===== config.mk =====
export PLATFORM = sky130hd
export DESIGN_NAME = mlfq_div
export DESIGN_NICKNAME = d
export VERILOG_FILES = /design/src/design/mlfq_div.sv
export SDC_FILE = /design/constraint.sdc
export NUM_CORES = 1
export LEC_CHECK = 0
export ABC_AREA = 1
export BUFFER_PORTS_ARGS = -buffer_cell sky130_fd_sc_hd__buf_2
export CAP_MARGIN = 5
export CORE_MARGIN = 3
export CORE_UTILIZATION = 46
export DETAILED_ROUTE_END_ITERATION = 10
export GPL_TIMING_DRIVEN = 0
export PLACE_DENSITY = 0.8
export SLEW_MARGIN = 20
export SYNTH_ARGS = -nofsm -noshare
export SYNTH_HDL_FRONTEND = slang
export SYNTH_SLANG_ARGS = --single-unit

===== constraint.sdc =====
create_clock -name clk_i -period 1.63 [get_ports clk_i]
set_clock_uncertainty 0.05 [all_clocks]
set_input_delay 0.326 -clock clk_i [delete_from_list [all_inputs] [get_ports clk_i]]
set_output_delay 0.326 -clock clk_i [all_outputs]
set_load 0.05 [all_outputs]

===== src/design/mlfq_div.sv =====
// Restoring divider, one quotient bit a cycle.
// Stand-alone; used by the scheduler top level.
module mlfq_div #(
  parameter int unsigned DW = 64,
  parameter int unsigned VW = 9
) (
  input  logic          clk_i,
  input  logic          rst_ni,
  input  logic          start_i,
  input  logic [DW-1:0] dividend_i,
  input  logic [VW-1:0] divisor_i,
  output logic          busy_o,
  output logic          done_o,
  output logic [DW-1:0] quotient_o
);
  localparam int unsigned CW = $clog2(DW + 1);

  logic [DW-1:0] quo_q;
  logic [VW-1:0] rem_q;
  logic [VW-1:0] div_q;
  logic [CW-1:0] cnt_q;
  logic          busy_q;
  logic          done_q;
  logic [VW:0]   trial;
  logic          fits;

  // trial subtract of the next partial remainder
  assign trial = {rem_q, quo_q[DW-1]};
  assign fits  = trial >= {1'b0, div_q};

  always_ff @(posedge clk_i or negedge rst_ni) begin
    if (!rst_ni) begin
      quo_q  <= '0;
      rem_q  <= '0;
      div_q  <= '0;
      cnt_q  <= '0;
      busy_q <= 1'b0;
      done_q <= 1'b0;
    end else begin
      done_q <= 1'b0;
      if (start_i && !busy_q) begin
        quo_q  <= dividend_i;
        rem_q  <= '0;
        div_q  <= divisor_i;
        cnt_q  <= CW'(DW);
        busy_q <= 1'b1;
      end else if (busy_q) begin
        rem_q <= fits ? VW'(trial - {1'b0, div_q}) : trial[VW-1:0];
        quo_q <= {quo_q[DW-2:0], fits};
        cnt_q <= cnt_q - 1'b1;
        if (cnt_q == CW'(1)) begin
          busy_q <= 1'b0;
          done_q <= 1'b1;
        end
      end
    end
  end

  assign busy_o     = busy_q;
  assign done_o     = done_q;
  assign quotient_o = quo_q;
endmodule


# Yosys cells after proc, flatten, opt, wreduce, memory -nomap -nowiden
# Cells that the tools add are included.
[classes]
addsub = 2
n_lt_le_gt_ge = 1
n_eq_ne = 1
n_mux = 13
reduce_logical = 3
[op_table]
columns = ["op", "n"]
rows = [
  ["2-to-1 mux 64 bit", 2],
  ["2-to-1 mux 9 bit", 3],
  ["2-to-1 mux 7 bit", 2],
  ["greater-or-equal comparator 10 x 9 -> 1 bit", 1],
  ["subtractor 9 bit", 1],
  ["equality test 7 x 1 -> 1 bit (second input constant)", 1],
  ["subtractor 7 x 1 -> 7 bit (second input constant)", 1],
  ["2-to-1 mux 1 bit", 6],
  ["nonzero test 2 bit", 1],
  ["logical AND 1 bit", 1],
  ["logical NOT 1 bit", 1],
]
[totals]
register_bits = 91
out_inout_bits = 66

# Depth between registers and ports, before layout
[logic_depth]
ltp_word = 4
ltp_mapped = 13
depth_no_buf = 13

# Worst setup path before layout
# OpenSTA, ideal clock, no wires.
[synth_path]
path_kind = "flip-flop to flip-flop"
from = "register quo_q[63] (netlist: quotient_o[63])"
to = "register rem_q[7]"
arrival_ns = 2.023
required_time_ns = 1.464
path_slack_ns = -0.560
stages_incl_launch_ff = 12
n_path_buf = 0
synth_period_minus_slack_ns = 2.190
cell_sequence = "dfrtp_1 > inv_1 > ha_1 > fa_1 > inv_1 > nand4_2 > nand2_2 > nand2_4 > nand2_8 > nand3_1 > nand2_1 > nand2_1"
[synth_via]
elab_chain_len = 4
word_cells_on_any_way = 5
classes_between = "add/sub (1); order compare (1); mux (3)"
[synth_lines]
columns = ["item", "line", "text"]
rows = [
  ["from (decl)", "18", "logic [DW-1:0] quo_q;"],
  ["from (signal assigned)", "42", "quo_q <= dividend_i;"],
  ["from (signal assigned)", "49", "quo_q <= {quo_q[DW-2:0], fits};"],
  ["subtractor 9 bit or greater-or-equal comparator 10 x 9 -> 1 bit (tied branches)", "48, 29", ""],
  ["2-to-1 mux 9 bit (*)", "48", "rem_q <= fits ? VW'(trial - {1'b0, div_q}) : trial[VW-1:0];"],
  ["2-to-1 mux 9 bit (*)", "47", "end else if (busy_q) begin"],
  ["2-to-1 mux 9 bit (*)", "41", "if (start_i && !busy_q) begin"],
  ["to (signal assigned)", "48", ""],
  ["to (decl)", "19", "logic [VW-1:0] rem_q;"],
]
# Mark *: on every way between the ends. The rest lies on a longest branch, timed or not. The select of a mux whose other input is x is not followed.
# A chain may end at the register's enable or synchronous reset.

# Final worst setup path
[layout_path]
from = "register div_q[0]"
to = "register rem_q[2]"
[layout_via]
elab_chain_len = 4
word_cells_on_any_way = 5
classes_between = "add/sub (1); order compare (1); mux (3)"
[layout_lines]
columns = ["item", "line", "text"]
rows = [
  ["from (decl)", "20", "logic [VW-1:0] div_q;"],
  ["from (signal assigned)", "44", "div_q <= divisor_i;"],
  ["subtractor 9 bit or greater-or-equal comparator 10 x 9 -> 1 bit (tied branches)", "48, 29", ""],
  ["2-to-1 mux 9 bit (*)", "48", ""],
  ["2-to-1 mux 9 bit (*)", "47", ""],
  ["2-to-1 mux 9 bit (*)", "41", ""],
]
# Marked as above.

==> implementation parameters <==
Parameter                              Value

Logic synthesis
  Number of library cell types mapped by synthesis    32
  Average cell area after synthesis    8.444 sq um
  Top cell type by total area after synthesis    dfrtp_1
  Proportion of netlist area held by the largest area contributor    0.5098
  Sequential share of the synthesized area    0.5098
  Yosys synthesis warning count    0
  Number of synthesized register bits    91
  Mapped cell area    4467 sq um
  Dominant cells by area after synthesis    dfrtp_1 (51%), nand2_1 (17%), inv_1 (4.7%), nand3_1 (3.8%), o221ai_1 (3.7%)
  Synthesized instance count    529
  Net count after synthesis    617

Global route
  Maximum number of pins on one net before global-route repair    57
  Remaining global-route overflow    0
  Global-route wire length before repair    22.81 mm
  Via count of the first global-routing pass    4645
  Antenna violations before repair    0
  Gr usage total    0.2613

Setup path
  Critical path peak fanout    5
  Worst reg2reg path endpoint    rem_q[2]$_DFFE_PN0P_
  CP startpoint kind    flip-flop
  WP data required    1.83 ns
  Worst-case reg-to-reg path depth    10
  Type of the worst setup path    flip-flop to flip-flop
  Critical Path Source    div_q[0]$_DFFE_PN0P_
  CP Data Arrival Time    2.03 ns
  End point of the critical path    rem_q[2]$_DFFE_PN0P_
  Worst flop-to-flop path startpoint    div_q[0]$_DFFE_PN0P_
  Setup slack of the most critical reg-to-reg path    -0.19 ns
  Endpoint type of the worst setup path    flip-flop

STA
  Crit share post-route    1.118
  Hold Slack    0.1094 ns
  Number of max-slew violations in the final report    0
  Max Clk Rate    549.0 MHz
  Actual slew at the worst max-slew pin    0.5481 ns
  Worst max-slew margin expressed relative to the limit    0.6346
  Worst Slack Setup Final    -0.1916 ns
  Fin crit period    1.822 ns
  Final setup viols    10
  Unrepaired setup endpoints after global routing    yes
  Count of final hold-check violations    0

Clock network
  Worst-skew pair later-pin latency    0.36 ns
  H-tree depth reported by CTS    3
  Clock tree buffer depth    2
  Clk sink count    91
  Clock transition at the registers of the reported paths    0.10 ns
  Clock tree from TritonCTS    yes
  TritonCTS Buffers    9
  CTS Root Buffer Type    clkbuf_8

Cells and area
  Final-stage net count    784
  Area growth from synthesis to layout    32.66%
  Antenna Cells    0
  Ratio of cells with drive above 1 in the final layout    0.3452

Die
  DIE HEIGHT    104.5 um
  Standard-cell rows    35
  Floorplan Core Area    9328 sq um
  Die Span X    104.5 um
  Effective utilization at floorplan    0.4789
  I/O pin count    142
  Die Area    10930 sq um

Routing
  Final routed DRC violation total    0
  Remaining antenna violation count    0
  Via Count    4523
  DRT Pass-1 Iters    5
  Initial drt markers    226
  WL/cell    17.05 um
  Via/cell ratio    5.449
  Detailed-route wire length    14.15 mm

Run status
  Violations in the final reports    setup timing
  Outcome    complete, but fails checks

Placed design
  GP Congestion    0.8910
  Final HPWL DP    10.04 mm
  Buffers on Ports    141

Flow run
  Max_cap viols    0

Worst hold path
  Worst min path class    input port to flip-flop
[Yosys cell counts]
master,instances
nand2_2,2
a21o_1,1
ha_1,11
nor2_1,12
xor2_1,1
nor3_1,2
o21ai_0,13
inv_2,2
o211ai_1,18
o22ai_1,1
a22oi_1,14
fa_1,1
nand4_1,2
nand4_2,1
buf_1,1
nand3_1,34
or2_4,1
a21oi_2,1
dfrtp_1,91
buf_4,1
nand3b_1,7
nand2_4,2
nor2_2,2
xnor2_1,2
nand2_1,202
nand2_8,1
buf_2,18
inv_1,56
o221ai_1,19
a21oi_1,2
nor2_4,2
clkbuf_1,6
[worst max-delay path: stages, from the launching register on]
cell	delay, ns
dfrtp_1	0.42
ha_4	0.18
fa_2	0.36
inv_2	0.09
nand4_4	0.09
nand2_4	0.13
nand2_8	0.10
nand2_8	0.11
nand2_2	0.06
nand3_2	0.07
nand2_1	0.05
[final cells by class]
| type | count | area, sq um |
|---|---|---|
| multi-input combinational | 356 | 2074 |
| timing repair buffer | 154 | 840.8 |
| fill | 755 | 3402 |
| tap | 129 | 161.4 |
| clock buffer | 10 | 137.6 |
| sequential | 91 | 2280 |
| clock inverter | 6 | 56.30 |
| buffer | 26 | 152.6 |
| inverter | 58 | 222.7 |
[placed cells by master, fill, tap and decap left out, types with 3 or more instances in the layout]
master,instances
buf_4,15
ha_1,4
nand3_1,27
dfrtp_1,89
clkbuf_2,3
o211ai_1,18
ha_4,7
nor2_1,11
nand3_2,7
a22oi_1,14
inv_1,53
nand2_1,189
inv_2,3
clkbuf_8,10
clkbuf_1,3
o21ai_0,13
clkbuf_4,4
nor2_4,3
o221ai_1,19
nand2_8,3
nand3b_1,7
buf_2,151
nand2_4,3
nand2_2,14
[sequential cells by signal, summed over array words and instances, names as in the netlist]
signal / count
done_o: 1
rem_q: 9
busy_o: 1
quotient_o: 64
cnt_q: 7
div_q: 9
[kinds of logic after synthesis]
logic type               synth area share
AO/OA/AOI/OAI                      0.1129
XOR/XNOR                         0.005883
adder cells (fa/ha/maj)           0.03529
buffers and inverters             0.07647
flip-flops                         0.5098
AND/OR/NAND/NOR                    0.2597
[worst min-delay path by stage]
| stage | end | start | slack [ns] | cells past startpoint |
|---|---|---|---|---|
| 6_report | quotient_o[25]$_DFFE_PN0P_ | dividend_i[25] | 0.11 | 3 |
| 3_3_place_gp | cnt_q[5]$_DFFE_PN0P_ | cnt_q[5]$_DFFE_PN0P_ | 0.43 | 1 |
| 3_5_place_dp | quotient_o[8]$_DFFE_PN0P_ | rst_ni | 0.28 | 1 |
| 5_1_grt | quotient_o[2]$_DFFE_PN0P_ | dividend_i[2] | 0.10 | 3 |
| 2_1_floorplan | busy_o$_DFF_PN0_ | rst_ni | -0.02 | 0 |
| 4_1_cts | quotient_o[2]$_DFFE_PN0P_ | dividend_i[2] | 0.10 | 3 |
[per-layer routing]
layer / global-route usage / part of all wire
met4: 0.08737 / 0.023
met3: 0.06671 / 0.092
met2: 0.4530 / 0.50
met5: 0 / 0
met1: 0.3168 / 0.38
[stage by stage]
stage                       util  setup TNS (ns)  worst slack [ns]  cell area (sq um)  cells
after floorplan                -          -2.397           -0.2509               4488    529
after global placement    0.5741          -59.12           -0.7871               5355    799
after detailed placement  0.5773          -1.999           -0.2366               5385    800
after CTS                 0.6235          -1.440           -0.1558               5816    825
after global routing      0.6353          -2.476           -0.2667               5926    830
final                     0.6353          -1.742           -0.1916               5926    830
[what timing repair did]
item	CTS	global route
endpoints found under the setup margin	28	65
hold endpoints to repair	35	0
resized for setup	26	30
setup buffers	6	5
gates cloned	2	0
hold buffers	1	0
pin swaps	15	5
Power is left out: the tool's default activity adds up to more than one toggle a clock period on the data nets, which glitch-free logic cannot reach.
